<file path="config.mk">
export PLATFORM = sky130hd
export DESIGN_NAME = seat_back_imbalance_monitor_core
export DESIGN_NICKNAME = d
export VERILOG_FILES = /design/src/hdl/sbim_pkg.sv /design/src/hdl/sbim_score.sv /design/src/hdl/seat_back_imbalance_monitor_core.sv
export VERILOG_INCLUDE_DIRS = /design/src /design/src/hdl
export SDC_FILE = /design/constraint.sdc
export NUM_CORES = 1
export LEC_CHECK = 0
export ABC_AREA = 1
export BUFFER_PORTS_ARGS = -buffer_cell sky130_fd_sc_hd__buf_2
export CAP_MARGIN = 10
export CORE_MARGIN = 4
export CORE_UTILIZATION = 54
export DETAILED_ROUTE_END_ITERATION = 10
export PLACE_DENSITY_LB_ADDON = 0.15
export SLEW_MARGIN = 25
export SYNTH_ARGS = -nofsm -noshare
export SYNTH_HDL_FRONTEND = slang
export SYNTH_SLANG_ARGS = --single-unit
</file>
<file path="constraint.sdc">
create_clock -name clock -period 4.9 [get_ports clock]
set_input_delay 0.98 -clock clock [delete_from_list [all_inputs] [get_ports clock]]
set_output_delay 0.98 -clock clock [all_outputs]
set_load 0.01 [all_outputs]
</file>
<file path="src/hdl/seat_back_imbalance_monitor_core_assert.svh">
// Assertion macros used by the seat/back imbalance monitor core.
`ifndef SEAT_BACK_IMBALANCE_MONITOR_CORE_ASSERT_SVH
`define SEAT_BACK_IMBALANCE_MONITOR_CORE_ASSERT_SVH

// The consequent must hold in the same cycle as the antecedent.
`define SBIM_ASSERT_SAME(label, clk, rst, ante, cons, msg) \
   label: assert property (@(posedge clk) disable iff (rst) (ante) |-> (cons)) \
      else $error(msg);

// The consequent must hold in the cycle after the antecedent.
`define SBIM_ASSERT_NEXT(label, clk, rst, ante, cons, msg) \
   label: assert property (@(posedge clk) disable iff (rst) (ante) |=> (cons)) \
      else $error(msg);

`endif

</file>
<file path="src/hdl/sbim_pkg.sv">
// Package with the constants, codes and types of the seat/back imbalance monitor.
package sbim_pkg;

   // Field widths.
   localparam int SAMPLE_BITS = 12;
   localparam int THRESH_BITS = 12;
   localparam int TIME_BITS   = 32;
   localparam int DUR_BITS    = 16;
   localparam int TALLY_BITS  = 16;
   localparam int SUM_BITS    = 32;
   localparam int SCORE_BITS  = 7;
   localparam int CSR_IDX_BITS  = 2;
   localparam int CSR_DATA_BITS = 16;

   // Derived widths.
   localparam int PRESS_BITS = SAMPLE_BITS - 1;
   localparam int CMP_BITS   = (SAMPLE_BITS > THRESH_BITS) ? SAMPLE_BITS : THRESH_BITS;
   localparam int ACC_BITS   = ((TIME_BITS > SUM_BITS) ? TIME_BITS : SUM_BITS) + 1;

   // Scoring constants.
   localparam logic [SCORE_BITS-1:0] SCORE_MAX    = SCORE_BITS'(100);
   localparam logic [SAMPLE_BITS-1:0] BALANCE_LIM = SAMPLE_BITS'(50);

   // Reset values of the configuration registers.
   localparam logic [THRESH_BITS-1:0] LOAD_LEVEL_RST     = THRESH_BITS'(100);
   localparam logic [THRESH_BITS-1:0] IMB_THRESHOLD_RST  = THRESH_BITS'(50);
   localparam logic [DUR_BITS-1:0]    ALARM_DURATION_RST = DUR_BITS'(5000);

   // Saturation limits.
   localparam logic [TALLY_BITS-1:0] TALLY_MAX = '1;
   localparam logic [SUM_BITS-1:0]   SUM_MAX   = '1;

   // Configuration register indexes.
   localparam logic [CSR_IDX_BITS-1:0] CSR_LOAD_LEVEL     = CSR_IDX_BITS'(0);
   localparam logic [CSR_IDX_BITS-1:0] CSR_IMB_THRESHOLD  = CSR_IDX_BITS'(1);
   localparam logic [CSR_IDX_BITS-1:0] CSR_ALARM_DURATION = CSR_IDX_BITS'(2);

   // Transaction operation codes.
   localparam logic OP_TICK   = 1'b0;
   localparam logic OP_SAMPLE = 1'b1;

   // Result of scoring one sample.
   typedef struct packed {
      logic [SCORE_BITS-1:0] score;
      logic                  flag;
   } sbim_score_type;

endpackage

</file>
<file path="src/hdl/sbim_score.sv">
// Scoring and imbalance classification of one seat/back sample.
module sbim_score
   import sbim_pkg::*;
(
   input  logic [SAMPLE_BITS-1:0] seat_reading,
   input  logic [SAMPLE_BITS-1:0] back_reading,
   input  logic [THRESH_BITS-1:0] load_limit,
   input  logic [THRESH_BITS-1:0] diff_limit,
   output sbim_score_type         result
);

   logic [SAMPLE_BITS-1:0] diff;
   logic [SCORE_BITS-1:0]  balance;
   logic [SAMPLE_BITS:0]   press_sum;
   logic [PRESS_BITS-1:0]  press_raw;
   logic [SCORE_BITS-1:0]  pressure;
   logic [SCORE_BITS:0]    score_sum;
   logic                   seat_load;
   logic                   back_load;
   logic                   imbalance_flag;

   // Absolute difference of the two readings.
   assign diff = (seat_reading > back_reading) ? (seat_reading - back_reading)
                                               : (back_reading - seat_reading);

   // Balance term: 100 - 2*diff, floored at zero. Below the limit 2*diff fits the score width.
   assign balance = (diff < BALANCE_LIM) ? (SCORE_MAX - SCORE_BITS'({diff, 1'b0}))
                                         : '0;

   // Pressure term: quarter of the sum, capped at 100.
   assign press_sum = {1'b0, seat_reading} + {1'b0, back_reading};
   assign press_raw = press_sum[SAMPLE_BITS:2];
   assign pressure  = (press_raw > PRESS_BITS'(SCORE_MAX)) ? SCORE_MAX
                                                            : SCORE_BITS'(press_raw);

   // Truncated mean of the two terms.
   assign score_sum    = {1'b0, balance} + {1'b0, pressure};
   assign result.score = score_sum[SCORE_BITS:1];

   // Load detection and imbalance classification.
   assign seat_load = CMP_BITS'(seat_reading) > CMP_BITS'(load_limit);
   assign back_load = CMP_BITS'(back_reading) > CMP_BITS'(load_limit);

   always_comb begin
      if (seat_load != back_load) begin
         imbalance_flag = 1'b1;
      end else if (seat_load) begin
         imbalance_flag = CMP_BITS'(diff) > CMP_BITS'(diff_limit);
      end else begin
         imbalance_flag = 1'b0;
      end
   end

   assign result.flag = imbalance_flag;

endmodule

</file>
<file path="src/hdl/seat_back_imbalance_monitor_core.sv">
// Top level of the seat/back imbalance monitor: pipeline, state and configuration.
//
//   Channel  Direction  Handshake                Payload
//   req      in         req_valid / req_stall    req_op, req_seat_reading, req_back_reading
//   rsp      out        rsp_valid / rsp_stall    score, flag, alarm, episode count, total ms
//   csr      in         csr_valid / csr_ready    csr_index, csr_wdata
//
// One transaction is accepted per cycle while req_stall is low; each gives one result
// through the input register, then the scoring and state update into the result register.
// The rate is set by the single state update stage, which handles one item a cycle unless stalled.
// Reset is synchronous and active high; the block is ready on the cycle after it.
// A stalled result holds the result register and, once the input register is also
// full, raises req_stall; csr_ready is always high.
module seat_back_imbalance_monitor_core
   import sbim_pkg::*;
(
   input  logic                     clock,
   input  logic                     reset,
   // Input transactions
   input  logic                     req_valid,
   output logic                     req_stall,
   input  logic                     req_op,
   input  logic [SAMPLE_BITS-1:0]   req_seat_reading,
   input  logic [SAMPLE_BITS-1:0]   req_back_reading,
   // Result transactions
   output logic                     rsp_valid,
   input  logic                     rsp_stall,
   output logic [SCORE_BITS-1:0]    rsp_posture_score,
   output logic                     rsp_imbalance_now,
   output logic                     rsp_alarm_on,
   output logic [TALLY_BITS-1:0]    rsp_episode_count,
   output logic [SUM_BITS-1:0]      rsp_imbalance_total_ms,
   // Configuration writes
   input  logic                     csr_valid,
   output logic                     csr_ready,
   input  logic [CSR_IDX_BITS-1:0]  csr_index,
   input  logic [CSR_DATA_BITS-1:0] csr_wdata
);

`include "seat_back_imbalance_monitor_core_assert.svh"

   // Configuration registers.
   logic [THRESH_BITS-1:0] load_level_ff;
   logic [THRESH_BITS-1:0] imb_threshold_ff;
   logic [DUR_BITS-1:0]    alarm_duration_ff;

   // Input register.
   logic                   stg_valid_ff;
   logic                   stg_op_ff;
   logic [SAMPLE_BITS-1:0] stg_seat_ff;
   logic [SAMPLE_BITS-1:0] stg_back_ff;

   // Monitor state.
   logic [TIME_BITS-1:0]  ms_clock_ff,        ms_clock_in;
   logic                  in_episode_ff,      in_episode_in;
   logic [TIME_BITS-1:0]  episode_start_ff,   episode_start_in;
   logic [TALLY_BITS-1:0] episode_tally_ff,   episode_tally_in;
   logic [SUM_BITS-1:0]   imbalance_sum_ff,   imbalance_sum_in;
   logic                  alarm_active_ff,    alarm_active_in;
   logic [DUR_BITS-1:0]   alarm_remaining_ff, alarm_remaining_in;
   logic [SCORE_BITS-1:0] last_score_ff,      last_score_in;
   logic                  last_flag_ff,       last_flag_in;

   // Result register.
   logic rsp_valid_ff;

   logic                  advance;
   sbim_score_type        scored;
   logic [TIME_BITS-1:0]  episode_len;
   logic [ACC_BITS-1:0]   sum_total;

   // The input register moves on when the result register is empty or being taken.
   assign advance   = stg_valid_ff && (!rsp_valid_ff || !rsp_stall);
   assign req_stall = stg_valid_ff && !advance;
   assign csr_ready = 1'b1;

   // Configuration writes.
   always_ff @(posedge clock) begin
      if (reset) begin
         load_level_ff     <= LOAD_LEVEL_RST;
         imb_threshold_ff  <= IMB_THRESHOLD_RST;
         alarm_duration_ff <= ALARM_DURATION_RST;
      end else if (csr_valid && csr_ready) begin
         case (csr_index)
            CSR_LOAD_LEVEL:     load_level_ff     <= THRESH_BITS'(csr_wdata);
            CSR_IMB_THRESHOLD:  imb_threshold_ff  <= THRESH_BITS'(csr_wdata);
            CSR_ALARM_DURATION: alarm_duration_ff <= DUR_BITS'(csr_wdata);
            default: ;
         endcase
      end
   end

   // Input register capture.
   always_ff @(posedge clock) begin
      if (reset) begin
         stg_valid_ff <= 1'b0;
      end else if (!req_stall) begin
         stg_valid_ff <= req_valid;
      end
   end

   always_ff @(posedge clock) begin
      if (req_valid && !req_stall) begin
         stg_op_ff   <= req_op;
         stg_seat_ff <= req_seat_reading;
         stg_back_ff <= req_back_reading;
      end
   end

   // Sample scoring.
   sbim_score u_score (
      .seat_reading (stg_seat_ff),
      .back_reading (stg_back_ff),
      .load_limit   (load_level_ff),
      .diff_limit   (imb_threshold_ff),
      .result       (scored)
   );

   // Episode length wraps with the clock; the closed total saturates.
   assign episode_len = ms_clock_ff - episode_start_ff;
   assign sum_total   = ACC_BITS'(imbalance_sum_ff) + ACC_BITS'(episode_len);

   // Next state for a tick or a sample.
   always_comb begin
      ms_clock_in        = ms_clock_ff;
      in_episode_in      = in_episode_ff;
      episode_start_in   = episode_start_ff;
      episode_tally_in   = episode_tally_ff;
      imbalance_sum_in   = imbalance_sum_ff;
      alarm_active_in    = alarm_active_ff;
      alarm_remaining_in = alarm_remaining_ff;
      last_score_in      = last_score_ff;
      last_flag_in       = last_flag_ff;

      if (stg_op_ff == OP_SAMPLE) begin
         last_score_in = scored.score;
         last_flag_in  = scored.flag;

         // A rising flag opens an episode, a falling flag closes it.
         if (scored.flag && !in_episode_ff) begin
            in_episode_in    = 1'b1;
            episode_start_in = ms_clock_ff;
            if (episode_tally_ff != TALLY_MAX) begin
               episode_tally_in = episode_tally_ff + TALLY_BITS'(1);
            end
         end else if (!scored.flag && in_episode_ff) begin
            in_episode_in = 1'b0;
            if (sum_total[ACC_BITS-1:SUM_BITS] != '0) begin
               imbalance_sum_in = SUM_MAX;
            end else begin
               imbalance_sum_in = sum_total[SUM_BITS-1:0];
            end
         end

         // A flagged sample starts the alarm only while it is off.
         if (scored.flag && !alarm_active_ff) begin
            alarm_active_in    = 1'b1;
            alarm_remaining_in = alarm_duration_ff;
         end
      end else begin
         ms_clock_in = ms_clock_ff + TIME_BITS'(1);

         // Countdown; the alarm clears on the tick that reaches zero.
         if (alarm_active_ff) begin
            if (alarm_remaining_ff <= DUR_BITS'(1)) begin
               alarm_remaining_in = '0;
               alarm_active_in    = 1'b0;
            end else begin
               alarm_remaining_in = alarm_remaining_ff - DUR_BITS'(1);
            end
         end
      end
   end

   // State update on each advancing transaction.
   always_ff @(posedge clock) begin
      if (reset) begin
         ms_clock_ff        <= '0;
         in_episode_ff      <= 1'b0;
         episode_start_ff   <= '0;
         episode_tally_ff   <= '0;
         imbalance_sum_ff   <= '0;
         alarm_active_ff    <= 1'b0;
         alarm_remaining_ff <= '0;
         last_score_ff      <= '0;
         last_flag_ff       <= 1'b0;
      end else if (advance) begin
         ms_clock_ff        <= ms_clock_in;
         in_episode_ff      <= in_episode_in;
         episode_start_ff   <= episode_start_in;
         episode_tally_ff   <= episode_tally_in;
         imbalance_sum_ff   <= imbalance_sum_in;
         alarm_active_ff    <= alarm_active_in;
         alarm_remaining_ff <= alarm_remaining_in;
         last_score_ff      <= last_score_in;
         last_flag_ff       <= last_flag_in;
      end
   end

   // Result register valid.
   always_ff @(posedge clock) begin
      if (reset) begin
         rsp_valid_ff <= 1'b0;
      end else if (advance) begin
         rsp_valid_ff <= 1'b1;
      end else if (!rsp_stall) begin
         rsp_valid_ff <= 1'b0;
      end
   end

   // Result payload is the state after the update.
   always_ff @(posedge clock) begin
      if (advance) begin
         rsp_posture_score      <= last_score_in;
         rsp_imbalance_now      <= last_flag_in;
         rsp_alarm_on           <= alarm_active_in;
         rsp_episode_count      <= episode_tally_in;
         rsp_imbalance_total_ms <= imbalance_sum_in;
      end
   end

   assign rsp_valid = rsp_valid_ff;

   // An idle alarm always has an empty countdown.
   `SBIM_ASSERT_SAME(a_alarm_idle_clear, clock, reset, !alarm_active_ff,
      alarm_remaining_ff == '0, "alarm off with a live countdown")

   // The episode flag follows the latest sample classification.
   `SBIM_ASSERT_SAME(a_episode_tracks_flag, clock, reset, 1'b1,
      in_episode_ff == last_flag_ff, "episode state differs from last flag")

   // An advancing transaction always lands in the result register.
   `SBIM_ASSERT_NEXT(a_advance_fills_result, clock, reset, advance,
      rsp_valid_ff, "advanced transaction lost")

   // The episode count never goes down.
   `SBIM_ASSERT_SAME(a_tally_monotonic, clock, reset, !$past(reset),
      episode_tally_ff >= $past(episode_tally_ff), "episode count decreased")

   // Delivered scores stay within range.
   `SBIM_ASSERT_SAME(a_score_range, clock, reset, rsp_valid_ff,
      rsp_posture_score <= SCORE_MAX, "posture score above maximum")

endmodule
</file>
==> metrics.cfg, run 1 <==
[detailed_routing]
wl_per_cell_um = 16.1
drt_iter0_markers = 1021
via_per_inst = 5.42
drtAntennaViolNets = 0
vias = 17177
drc = 0
routed_wl_um = 50900
dr.pass1.iters = 5

[logic_synthesis]
synthCells = 2621
yosysTopAreaCellShare_pct = 19.5
synthArstFlopShare_pct = 0
yosysUniqueCellTypes = 53
syn_nets = 2822
yosys-top-cells-area = dfxtp_1, edfxtp_1, nand2_1, ha_1, inv_1
syn-cell-area_um2 = 18400
synth-seq-cells = 262
synth_flop_cell = dfxtp_1
yosys.area.top_type = dfxtp_1
synth-edff-count = 82
syn_avg_cell_area_um2 = 7.04
ys_seq_area_share_pct = 32.9
synth.cells.most_frequent = nand2_1, inv_1, nor2_1, a21oi_1, dfxtp_1
yosysWarningCount = 0
synth.most_common_cell = nand2_1

[placement]
place_congestion = 0.935
dp.final_hpwl_um = 38500
io_buffers = 106
post-place-cells = 3113

[clocking]
clock_latency_ns = 0.58
cts_buffers = 30
cts_setup_buffers = 0
htreeDepth = 1
cts-root-buf = clkbuf_16
cts_buffer_depth = 3
clock_sinks = 262
hold_buffers = 0
path_clk_slew_ns = 0.06
tritoncts = done

[floorplan]
pin_count = 108
die_y_um = 193
dieArea_um2 = 37200
die_x_um = 193
core_um2 = 33600
initial_core_util_pct = 54.9
rows = 67

[timing]
fmax_ghz = 0.226
slew_headroom_pct = 33.6
hold_ws_ns = 0.463
post-route-min-period_ns = 4.43
tightestPinTransition_ns = 0.996
setup_viol = 0
rsz0062_at_grt = no
hold_violations = 0
clock_skew_ns = 0.0302
maxSlewViolCount = 0
period_share_pct = 90.5
fin_tns_setup_ns = 0

[pwr]
ir_drop_mv = 0.274
leakagePower_nw = 9.70
p_sw_w = 0.00169
power_density_nw_per_um2 = 285
power_frac_seq_pct = 41.5
clkPwrFrac_pct = 39.3
netSwitchingFraction_pct = 29.4
intPower_w = 0.00407
p_comb_share_pct = 19.2

[setup_path]
worst-r2r-cell-count = 22
critPathKind = flip-flop to flip-flop
cp-end-kind = flip-flop
crit_arrival_ns = 4.76
rr_endpoint = rsp_imbalance_total_ms[16]$_DFFE_PP_
start_kind = flip-flop
reg2reg_setup_slack_ns = 0.47
r2r_start = ms_clock_ff[4]$_SDFFE_PP0P_
crit_required_ns = 5.23
path_max_fanout = 23

[finish]
regArea_um2 = 6070
nFillCells = 3202
drive_gt1_share_pct = 8.57
nets = 2898
num_antenna_cells = 0
finalNonFillerCells = 3167
multiInputGateArea_um2 = 10600
area_delta_synth_final_pct = 9.72

[job]
max_cap_viol_count = 0

[grt]
track_usage_pct = 27.1
grt_max_degree = 89
antenna_found_initial = 0
grt_pass1_vias = 16346
grt_overflow = 0
grt_pass1_wl_um = 82600

[min_path]
hp-start = episode_start_ff[10]$_SDFFE_PP0P_
min_path_type = flip-flop to flip-flop
hold_path_depth = 2
min_to = episode_start_ff[10]$_SDFFE_PP0P_

[status]
status = completed

-- state kept, by name (all words and copies together), names as in the netlist, 7 cells and up --
signal	count
episode_start_ff	32
stg_back_ff	12
stg_seat_ff	12
rsp_posture_score	7
imbalance_sum_ff	32
last_score_ff	7
load_level_ff	12
alarm_duration_ff	16
episode_tally_ff	16
imb_threshold_ff	12
rsp_imbalance_total_ms	32
rsp_episode_count	16
ms_clock_ff	32
alarm_remaining_ff	16
-- metrics by stage --
stage | instance area (um^2) | total power [W] | utilization [%] | worst slack, ns
after floorplan | 18400 | 0.00325 | - | 1.12
after global placement | 19200 | 0.00351 | 57.2 | 0.362
after detailed placement | 19200 | 0.00353 | 57.2 | 0.350
after CTS | 20200 | 0.00580 | 60.2 | 0.345
after global routing | 20200 | 0.00605 | 60.2 | 0.00716
final | 20200 | 0.00576 | 60.2 | 0.467
-- cell families after synthesis --
| logic type | synth area share [%] |
|---|---|
| simple gates | 27.7 |
| other cells | 0.0203 |
| fa+ha+maj | 10.6 |
| flops | 32.9 |
| compound gates | 14.5 |
| buf+inv | 9.82 |
| xor+xnor | 4.08 |
| mux | 0.434 |
-- cell type report --
| cell class | count | area share [%] |
|---|---|---|
| Multi-Input combinational cell | 1919 | 52.2 |
| Inverter | 362 | 6.72 |
| Timing Repair Buffer | 122 | 3.33 |
| Tap cell | 448 | 2.77 |
| Sequential cell | 262 | 30.0 |
| Clock inverter | 6 | 0.291 |
| Clock buffer | 48 | 4.68 |
-- critical path, stage by stage, from the launching register on --
cell and delay (ns):
dfxtp_1 0.48, ha_1 0.35, a21o_1 0.19, a21oi_1 0.24, o21ai_0 0.23, a21boi_1 0.25
o21ai_0 0.16, a21oi_1 0.19, inv_1 0.06, nand2_1 0.05, nand2_1 0.08, ha_1 0.35
a21oi_1 0.25, o21ai_0 0.17, a21oi_1 0.23, o21ai_1 0.13, a21oi_4 0.17, buf_8 0.22
inv_2 0.11, nor2_1 0.10, nand2_1 0.05, o21ai_0 0.08, inv_1 0.05
-- how the worst max path moves through the flow --
stage | start | endpoint | slack [ns] | depth (start not counted)
floorplan | ms_clock_ff[2]$_SDFFE_PP0P_ | rsp_imbalance_total_ms[12]$_DFFE_PP_ | 1.12 | 21
global placement | ms_clock_ff[0]$_SDFFE_PP0P_ | rsp_imbalance_total_ms[13]$_DFFE_PP_ | 0.36 | 27
detailed placement | ms_clock_ff[0]$_SDFFE_PP0P_ | rsp_imbalance_total_ms[16]$_DFFE_PP_ | 0.35 | 29
CTS | ms_clock_ff[0]$_SDFFE_PP0P_ | rsp_imbalance_total_ms[16]$_DFFE_PP_ | 0.35 | 29
global route | ms_clock_ff[0]$_SDFFE_PP0P_ | rsp_imbalance_total_ms[16]$_DFFE_PP_ | 0.007 | 29
finish | ms_clock_ff[4]$_SDFFE_PP0P_ | rsp_imbalance_total_ms[16]$_DFFE_PP_ | 0.47 | 22
-- routing by layer --
layer  wire length [um]  part of all wire [%]  global-route usage [%]
met4               1980                   3.9                    9.35
met2              24600                    48                    47.9
met1              22200                    44                    34.4
met5                  0                     0                       0
met3               2080                   4.1                    2.82
-- power groups by stage --
| stage | Combinational [W] | Clock [W] | Sequential, W |
|---|---|---|---|
| after CTS | 0.00110 | 0.00232 | 0.00239 |
| after detailed placement | 0.00109 | 0 | 0.00244 |
| after floorplan | 0.000819 | 0 | 0.00243 |
| after global placement | 0.00108 | 0 | 0.00243 |
| final | 0.00110 | 0.00226 | 0.00239 |
| after global routing | 0.00125 | 0.00241 | 0.00240 |
-- repair_timing --
action / in CTS / in global routing
hold endpoints to repair: 0 / 0
gates resized for setup: 0 / 5
endpoints found under the setup margin: 0 / 12
-- cells in the final DEF, fill, tap and decap left out, types with 4 or more instances in the layout --
cell type and instances:
nand2_4 4, buf_2 106, nor2_2 6, o21ai_1 15, o21a_1 13, inv_1 350
or2_2 4, ha_1 148, xor2_1 59, nor3_1 50, nand2_2 9, clkinv_1 4
nor4_1 10, clkinv_2 5, fa_1 5, o21ai_0 156, clkbuf_16 34, mux2i_1 8
a21boi_0 4, clkbuf_8 4, a21oi_1 228, o21bai_1 6, clkbuf_1 9, nand4_1 45
o211ai_1 14, inv_2 7, nand3_1 148, o22ai_1 15, dfxtp_1 180, a21o_1 10
xnor2_1 27, nand2_1 622, edfxtp_1 82, a31oi_1 14, nand3_2 18, buf_4 13
nor2_1 252
No activity file was read; power rests on OpenSTA's default activity.
==> run 2: changes to the inputs <==
Settings changed: CELL_PAD_IN_SITES_DETAIL_PLACEMENT set to 1, CELL_PAD_IN_SITES_GLOBAL_PLACEMENT set to 2, CORE_UTILIZATION 54 to 36.
==> metrics.cfg, run 2 (synthesized netlist as in run 1, its figures left out) <==
[pwr]
leakagePower_nw = 9.90  ; +2.0%
ir_drop_mv = 0.227  ; -17%
power_density_nw_per_um2 = 297  ; +4.3%

[floorplan]
core_um2 = 50400  ; +50%
pin_count = 108  ; unchanged
rows = 82  ; +22%
dieArea_um2 = 54900  ; +48%
die_y_um = 234  ; +22%
die_x_um = 234  ; +22%
initial_core_util_pct = 36.6  ; -18 points

[setup_path]
cp-end-kind = flip-flop
worst-r2r-cell-count = 30  ; +36%
critPathKind = flip-flop to flip-flop
cpPeakStageDelay_ns = 0.46  ; -0.02 ns
start_kind = flip-flop
rr_endpoint = rsp_imbalance_total_ms[27]$_DFFE_PP_
path_max_fanout = 25  ; +8.7%
crit_arrival_ns = 4.84  ; +0.08 ns
reg2reg_setup_slack_ns = 0.38  ; -0.09 ns
cp_common_cell = nand2_1
r2r_start = stg_seat_ff[0]$_DFFE_PP_
crit_required_ns = 5.21  ; -0.02 ns
crit_slowest_cell = fa_1

[grt]
grt_pass1_vias = 18176  ; +11%
grt_overflow = 0  ; unchanged
grt_pass1_wl_um = 97800  ; +18%
track_usage_pct = 22.2  ; -4.9 points
grt_max_degree = 57  ; -36%
antenna_found_initial = 1  ; +1

[timing]
fmax_ghz = 0.221  ; -2.0%
fin_tns_setup_ns = 0  ; unchanged
rsz0062_at_grt = no
post-route-min-period_ns = 4.52  ; +0.0897 ns
slew_headroom_pct = 28.2  ; -5.3 points
setup_viol = 0  ; unchanged
tightestPinTransition_ns = 1.08  ; +0.0800 ns
finalWorstSetupSlack_ns = 0.378  ; -0.0897 ns
clock_skew_ns = 0.0221  ; -0.00811 ns
maxSlewViolCount = 0  ; unchanged
period_share_pct = 92.3  ; +1.8 points
hold_violations = 0  ; unchanged

[finish]
drive_gt1_share_pct = 9.94  ; +1.4 points
nFillCells = 6451  ; +100%
regArea_um2 = 6070  ; unchanged
num_antenna_cells = 0  ; unchanged
multiInputGateArea_um2 = 10600  ; +0.54%
nets = 2920  ; +0.76%
area_delta_synth_final_pct = 13.5
mostFrequentLayoutCells = nand2_1, inv_1, nor2_1, a21oi_1, dfxtp_1
layout_commonest_cell = nand2_1

[min_path]
hp-start = last_score_ff[1]$_SDFFE_PP0P_
min_to = last_score_ff[1]$_SDFFE_PP0P_
min_path_type = flip-flop to flip-flop
hold_path_depth = 2  ; unchanged

[detailed_routing]
drtAntennaViolNets = 0  ; unchanged
vias = 17533  ; +2.1%
wl_per_cell_um = 18.0  ; +12%
drc = 0  ; unchanged
drt_iter0_markers = 710  ; -30%
dr.pass1.iters = 5  ; unchanged
routed_wl_um = 61500  ; +21%
via_per_inst = 5.13  ; -5.5%

[clocking]
clock_sinks = 262  ; unchanged
cts_buffer_depth = 3  ; unchanged
htreeDepth = 2  ; +1
clock_latency_ns = 0.56  ; -0.02 ns
cts-root-buf = clkbuf_16
cts_buffers = 36  ; +20%
path_clk_slew_ns = 0.06  ; about the same
tritoncts = done

[placement]
place_congestion = 0.882  ; -5.7%
io_buffers = 106  ; unchanged
dp.final_hpwl_um = 47700  ; +24%
post-place-ws_ns = 0.134  ; -0.216 ns

[job]
max_cap_viol_count = 0  ; unchanged

[status]
status = completed

[run 2: cell count changes in the layout (fill, tap and decap cells not counted), sizes merged]
cell    change
clkinv      +9
inv         +3
buf        +15
bufinv      +1
[run 2: per-layer routing]
layer / part of all wire, % / GRT usage [%]
met1: 49 / 30.5
met5: 0 / 0
met4: 1.3 / 4.23
met3: 3.3 / 3.30
met2: 46 / 37.4
[run 2: what timing repair did]
action,4_1_cts,5_1_grt
setup endpoints to repair,0,112
setup buffers,0,3
resized for setup,0,19
hold buffers,0,0
[run 2: critical path: cells and delay by family, from the launching register on]
family | cells | cell delay, ns
buffers and inverters | 7 | 0.74
flip-flops | 1 | 0.43
adder cells (fa/ha/maj) | 3 | 0.91
AO/OA/AOI/OAI | 2 | 0.25
AND/OR/NAND/NOR | 18 | 1.90
[run 2: cell type report]
| class | instances | area share, % |
|---|---|---|
| clock buffers | 47 | 4.79 |
| repair buffers | 138 | 4.06 |
| well taps | 672 | 4.02 |
| multi-input cells | 1919 | 50.8 |
| clock inverters | 19 | 0.855 |
| inverters | 362 | 6.52 |
| flip-flops and latches | 262 | 29.0 |
[run 2: power by group]
| group | switching, W | total (W) | internal (W) |
|---|---|---|---|
| combinational | 0.000780 | 0.00116 | 0.000382 |
| clock | 0.00109 | 0.00266 | 0.00157 |
| sequential | 0.0000618 | 0.00239 | 0.00233 |
| total | 0.00194 | 0.00621 | 0.00428 |
[run 2: how the worst max path moves through the flow]
stage	from	end	slack (ns)	cells after the start
2_1_floorplan	ms_clock_ff[2]$_SDFFE_PP0P_	rsp_imbalance_total_ms[12]$_DFFE_PP_	1.12	21
3_3_place_gp	stg_back_ff[7]$_DFFE_PP_	rsp_imbalance_total_ms[27]$_DFFE_PP_	0.30	26
3_5_place_dp	ms_clock_ff[2]$_SDFFE_PP0P_	rsp_imbalance_total_ms[6]$_DFFE_PP_	0.13	21
4_1_cts	ms_clock_ff[0]$_SDFFE_PP0P_	rsp_imbalance_total_ms[6]$_DFFE_PP_	0.1	27
5_1_grt	stg_seat_ff[0]$_DFFE_PP_	rsp_imbalance_total_ms[27]$_DFFE_PP_	0.009	30
6_report	stg_seat_ff[0]$_DFFE_PP_	rsp_imbalance_total_ms[27]$_DFFE_PP_	0.38	30
[run 2: per-stage QoR]
stage               cells  instance area, um^2  power, W  hold slack [ns]  utilization (%)
global route         3419                20900   0.00654            0.486             41.6
detailed placement   3349                19600   0.00360            0.452             39.0
CTS                  3415                20800   0.00629            0.460             41.3
floorplan            2621                18400   0.00325            0.424                -
global placement     3348                19600   0.00356            0.437             38.9
finish               3419                20900   0.00621            0.458             41.6
